### src/rtl/core/vna_pkg.sv
// ----------------------------------------------------------------------------
// vna_pkg
// Shared types and constants of the vertex normal accumulator.
// ----------------------------------------------------------------------------
package vna_pkg;

    localparam int VERTEX_COUNT_DEF = 256;
    localparam int IDX_W            = 8;
    localparam int POS_W            = 16;
    localparam int SUM_W            = 48;
    localparam int NRM_W            = 16;
    localparam int EDGE_W           = POS_W + 1;
    localparam int CROSS_W          = 2 * EDGE_W + 1;
    localparam logic [NRM_W-1:0] ONE_Q14 = 16'd16384;

    typedef enum logic [1:0] {
        ACT_LOAD  = 2'd0,
        ACT_TRI   = 2'd1,
        ACT_QUERY = 2'd2,
        ACT_NONE  = 2'd3
    } t_action;

    typedef logic [2:0][POS_W-1:0] t_pos3;
    typedef logic [2:0][SUM_W-1:0] t_sum3;
    typedef logic [2:0][NRM_W-1:0] t_nrm3;

endpackage

### src/rtl/core/vna_norm.sv
// ----------------------------------------------------------------------------
// vna_norm
// Iterative normalizer: range shift, sum of squares, bit-serial square root
// and restoring division, one step per cycle.
// ----------------------------------------------------------------------------
module vna_norm
    import vna_pkg::*;
(
    input  logic  i_clk,
    input  logic  i_rst_n,
    input  logic  i_start,
    input  t_sum3 i_sum,
    output logic  o_done,
    output t_nrm3 o_norm
);

    typedef enum logic [6:0] {
        N_IDLE  = 7'b0000001,
        N_SHIFT = 7'b0000010,
        N_SQ    = 7'b0000100,
        N_ROOT  = 7'b0001000,
        N_DINIT = 7'b0010000,
        N_DIV   = 7'b0100000,
        N_END   = 7'b1000000
    } t_nstate;

    t_nstate           r_state;
    logic [2:0][47:0]  r_m;
    logic [2:0]        r_neg;
    logic [3:0]        r_cnt;
    logic [1:0]        r_k;
    logic [61:0]       r_prod;
    logic [63:0]       r_acc;
    logic [63:0]       r_res;
    logic [63:0]       r_bit;
    logic [45:0]       r_rem;
    logic [45:0]       r_den;
    logic [13:0]       r_q;
    t_nrm3             r_norm;
    logic              r_done;

    logic [47:0] w_mx;
    logic [63:0] w_trial;
    logic [14:0] w_qf;
    logic        w_ge;

    always_comb begin
        w_mx = r_m[0];
        if (r_m[1] > w_mx) w_mx = r_m[1];
        if (r_m[2] > w_mx) w_mx = r_m[2];
        w_trial = r_res + r_bit;
        w_ge    = (r_rem >= r_den);
        w_qf    = {r_q, w_ge};
    end

    always_ff @(posedge i_clk) begin
        if (!i_rst_n) begin
            r_state <= N_IDLE;
            r_done  <= 1'b0;
        end else begin
            r_done <= (r_state == N_END) || (r_state == N_SHIFT && w_mx == 48'd0);
            unique case (r_state)
                N_IDLE: begin
                    if (i_start) begin
                        for (int i = 0; i < 3; i++) begin
                            r_m[i]   <= i_sum[i][47] ? (~i_sum[i] + 48'd1) : i_sum[i];
                            r_neg[i] <= i_sum[i][47];
                        end
                        r_state <= N_SHIFT;
                    end
                end
                N_SHIFT: begin
                    if (w_mx == 48'd0) begin
                        r_norm  <= {ONE_Q14, 16'd0, 16'd0};
                        r_state <= N_IDLE;
                    end else if (|w_mx[47:31]) begin
                        for (int i = 0; i < 3; i++) r_m[i] <= r_m[i] >> 1;
                    end else if (!w_mx[30]) begin
                        for (int i = 0; i < 3; i++) r_m[i] <= r_m[i] << 1;
                    end else begin
                        r_cnt   <= 4'd0;
                        r_acc   <= 64'd0;
                        r_state <= N_SQ;
                    end
                end
                N_SQ: begin
                    // square into a product register, fold into the sum the next
                    if (r_cnt < 4'd3)
                        r_prod <= r_m[r_cnt[1:0]][30:0] * r_m[r_cnt[1:0]][30:0];
                    if (r_cnt != 4'd0)
                        r_acc <= r_acc + 64'(r_prod);
                    r_cnt <= r_cnt + 4'd1;
                    if (r_cnt == 4'd3) begin
                        r_res   <= 64'd0;
                        r_bit   <= 64'd1 << 62;
                        r_state <= N_ROOT;
                    end
                end
                N_ROOT: begin
                    if (r_bit == 64'd0) begin
                        r_k     <= 2'd0;
                        r_state <= N_DINIT;
                    end else begin
                        if (r_acc >= w_trial) begin
                            r_acc <= r_acc - w_trial;
                            r_res <= (r_res >> 1) + r_bit;
                        end else begin
                            r_res <= r_res >> 1;
                        end
                        r_bit <= r_bit >> 2;
                    end
                end
                N_DINIT: begin
                    // numerator carries the rounding term len/2
                    r_rem   <= {1'b0, r_m[r_k][30:0], 14'd0} + 46'(r_res[31:1]);
                    r_den   <= {r_res[31:0], 14'd0};
                    r_q     <= '0;
                    r_cnt   <= 4'd0;
                    r_state <= N_DIV;
                end
                N_DIV: begin
                    if (w_ge) r_rem <= r_rem - r_den;
                    r_den <= r_den >> 1;
                    r_q   <= w_qf[13:0];
                    r_cnt <= r_cnt + 4'd1;
                    if (r_cnt == 4'd14) begin
                        r_norm[r_k] <= r_neg[r_k] ? (16'd0 - {1'b0, w_qf}) : {1'b0, w_qf};
                        if (r_k == 2'd2) begin
                            r_state <= N_END;
                        end else begin
                            r_k     <= r_k + 2'd1;
                            r_state <= N_DINIT;
                        end
                    end
                end
                N_END: begin
                    r_state <= N_IDLE;
                end
                default: r_state <= N_IDLE;
            endcase
        end
    end

    assign o_done = r_done;
    assign o_norm = r_norm;

endmodule

### config.mk
export PLATFORM = sky130hd
export DESIGN_NAME = vna_norm
export DESIGN_NICKNAME = d
export VERILOG_FILES = /design/src/rtl/core/vna_pkg.sv /design/src/rtl/core/vna_norm.sv
export SDC_FILE = /design/constraint.sdc
export NUM_CORES = 2
export LEC_CHECK = 0
export BUFFER_PORTS_ARGS = -buffer_cell sky130_fd_sc_hd__buf_2
export CORE_MARGIN = 1
export CORE_UTILIZATION = 50
export DETAILED_ROUTE_END_ITERATION = 12
export GPL_ROUTABILITY_DRIVEN = 0
export HOLD_SLACK_MARGIN = 0.06
export PLACE_DENSITY = 0.8
export SETUP_SLACK_MARGIN = 0.3
export SYNTH_ARGS = -nofsm -noshare
export SYNTH_HDL_FRONTEND = slang
export SYNTH_SLANG_ARGS = --single-unit
### constraint.sdc
create_clock -name i_clk -period 15.5 [get_ports i_clk]
set_input_delay 0.775 -clock i_clk [delete_from_list [all_inputs] [get_ports i_clk]]
set_output_delay 0.775 -clock i_clk [all_outputs]
set_load 0.1 [all_outputs]
==> metrics.cfg <==
[clock_network]
insertion_delay_ps = 690
post-cts-setup-buffers = 0
clk_root_buffer_cell = sky130_fd_sc_hd__clkbuf_16
clk_pin_slew_worst_paths_ps = 70
clk_path_buf_depth = 3
clkSinkCount = 536
cts_tree = built
number_of_levels_in_the_clock_h_tree = 2
cts-buffers-inserted = 59
number_of_instances_resized_during_post_cts_repair = 0
cts_hold_repair.buffers = 0

[power_and_ir_drop]
p_int_w = 0.00855
clock_power_share = 0.084
power_leakage_nw = 34.4
cellPowerDensity_nw_per_um2 = 229
p_seq_frac = 0.136
power_frac_comb = 0.780
netSwitchingFraction = 0.502
switching_power_w = 0.00861
ir_drop_v = 0.000671

[place]
pre_cts_slack_ps = 4370
place.detailed.hpwl_um = 161000
post_dp_cell_area_um2 = 73100
port_buffers = 195

[floorplanning]
initial_utilization = 0.504
dieArea_um2 = 142000
placement_rows = 137
io-pin-count = 196
core-area_um2 = 140000
die_height_um = 377
die_w_um = 377

[critical_path]
crit_path_frequent_cell = sky130_fd_sc_hd__fa_1
type_of_element_capturing_the_critical_path = flip-flop
highest_net_fanout_along_the_worst_path = 41
crit_slowest_cell = sky130_fd_sc_hd__clkinv_1
required_ps = 15870
timing.critical_path.arrival_ps = 11830
timing.setup.critical_path_class = reg2reg
worstSetupStartpointType = flip-flop
worst_path_largest_cell_delay_ps = 1080

[drt]
route.final.wire_length_um = 209000
detail_route.first_pass.iterations = 7
drcViolationCount = 0
detailroute.via_count = 59534
detail_route.iter0.violations = 6642
avgRoutedWirePerCell_um = 21.6
postRouteAntennaNets = 0
routed_via_count_divided_by_cell_count = 6.16

[timing]
skew_ps = 60.6
layout_worst_path_cycle_share = 0.739
headroom_to_the_max_slew_limit = -0.0542
finalSetupViolations = 0
timing.fmax_ghz = 0.0873
grt_setup_unrepaired = no
postLayoutSetupSlackWorst_ps = 4040
max_slew.worst_pin.slew_ps = 1560
final.setup.tns_ps = 0
drv_slew = 4
fin_crit_ps = 11460
timing.final.hold_violations = 0

[logic_synthesis]
area_leader_netlist = sky130_fd_sc_hd__edfxtp_1
syn_area_per_cell_um2 = 9.09
post_synth_inst_count = 7728
postSynthRegisterBits = 536
synthFlopType = sky130_fd_sc_hd__edfxtp_1
synthesis.nets = 9247
yosysWarningCount = 0
share_of_the_yosys_chip_area_belonging_to_registers = 0.228
synth_top_area_frac = 0.226
mappedNetlistArea_um2 = 70300
synth.distinct_cells = 80
synth_edf_count = 528
synth_commonest_cells = sky130_fd_sc_hd__inv_1, sky130_fd_sc_hd__nand2_1, sky130_fd_sc_hd__fa_1, sky130_fd_sc_hd__nor2_1, sky130_fd_sc_hd__ha_1
top_post_synthesis_cells_by_area = sky130_fd_sc_hd__edfxtp_1, sky130_fd_sc_hd__fa_1, sky130_fd_sc_hd__ha_1
synth_async_sr_flop_share = 0
synthMostInstantiatedCell = sky130_fd_sc_hd__inv_1

[run_status]
failing_checks = capacitance limit, slew limit
status = complete, but fails checks

[final_layout]
layout.core_utilization = 0.538
syn2layout_area_growth_pct = 6.75
finalNetCount = 9261
drive_gt1_frac = 0.0570
fin_area_um2 = 75000

[job]
max-cap-violations = 1

[global_routing]
antenna_violations_before_repair = 5
grtUsageTotal = 0.290
grt_first_pass_wirelength_um = 326000
globalRoute.totalOverflow = 0
grt_start_max_net_pins = 110
first_global_vias = 59109

[hold_path]
hold_path_class = in2reg

[cells in the final DEF (no fill, tap or decap), drive strengths merged, types with 46 or more instances in the layout]
master	synthesis	final
inv	1062	1064
buf	23	269
nand4	99	99
o21ai	361	361
ha	612	612
clkbuf	292	75
nor3	178	178
nand2	763	763
mux2i	117	117
fa	760	760
a221oi	60	60
nand3	85	85
a211oi	103	103
a31oi	141	141
o31ai	72	72
nor2b	51	51
a21oi	352	352
nor2	627	627
o21a	48	48
nand2b	59	59
and2	64	64
xor2	253	253
nor4	69	69
xnor2	252	252
edfxtp	528	528
or3	46	46
o21bai	61	61
o22ai	62	62
a21o	227	227
[power by group through the flow]
stage	sequential [W]	clock, W	combinational, W
2_1_floorplan	0.00233	0	0.00946
3_3_place_gp	0.00235	0	0.0126
3_5_place_dp	0.00236	0	0.0130
4_1_cts	0.00232	0.00144	0.0131
5_1_grt	0.00233	0.00149	0.0148
6_report	0.00233	0.00144	0.0134
[area by class of cell]
cell class / instances / area, um^2
multi-input cells: 5807 / 49200
flip-flops and latches: 536 / 16000
fillers: 12054 / 64500
well taps: 1876 / 2350
clock inverters: 35 / 358
inverters: 1069 / 4020
clock buffers: 75 / 1550
diodes: 5 / 12.5
repair buffers: 269 / 1530
[state kept, by name, indices dropped and copies added, names as in the netlist]
signal,flops
r_bit,32
r_cnt,4
r_state,7
r_m,144
r_den,46
r_neg,3
r_k,2
r_res,64
o_norm,48
r_q,14
o_done,1
r_acc,64
r_rem,46
r_prod,61
[layer usage]
metal,GRT usage,part of all wire
met5,0.00274,0.00056
met4,0.119,0.049
met3,0.0868,0.13
met2,0.446,0.44
met1,0.379,0.38
[kinds of logic (layout without fill, tap and decap cells)]
logic type,after synthesis,in the layout,share of synthesized area
simple gates,2161,2161,0.141
compound gates,1649,1649,0.151
buf+inv,1385,1448,0.0746
fa+ha+maj,1372,1372,0.326
flops,536,536,0.228
xor+xnor,505,505,0.0630
mux,120,120,0.0171
other cells,0,5,0
[worst max-delay path, delay by kind of cell, from the launching register on]
family	cells	cell delay [ps]
AOI/OAI and AO/OA	10	3160
xor gates and xnor gates	1	140
buffers and inverters	9	2160
and+or+nand+nor	5	930
DFF	1	360
adders and majority gates	9	4410
[per-stage QoR]
step	cells	hold slack [ps]	total power, W
floorplan	7728	492	0.0118
global route	9669	433	0.0187
global placement	9557	527	0.0149
finish	9672	438	0.0172
detailed placement	9557	537	0.0153
CTS	9667	402	0.0168
[worst paths after layout]
kind	endpoint	from	slack [ps]	cells after the start
max	r_prod[61]	r_cnt[0]	4040	34
min	r_state[2]	i_rst_n	440	2
max reg2reg	r_prod[61]	r_cnt[0]	4040	34
min reg2reg	r_state[5]	r_state[4]	560	2
Power figures use the tool's default switching activity.
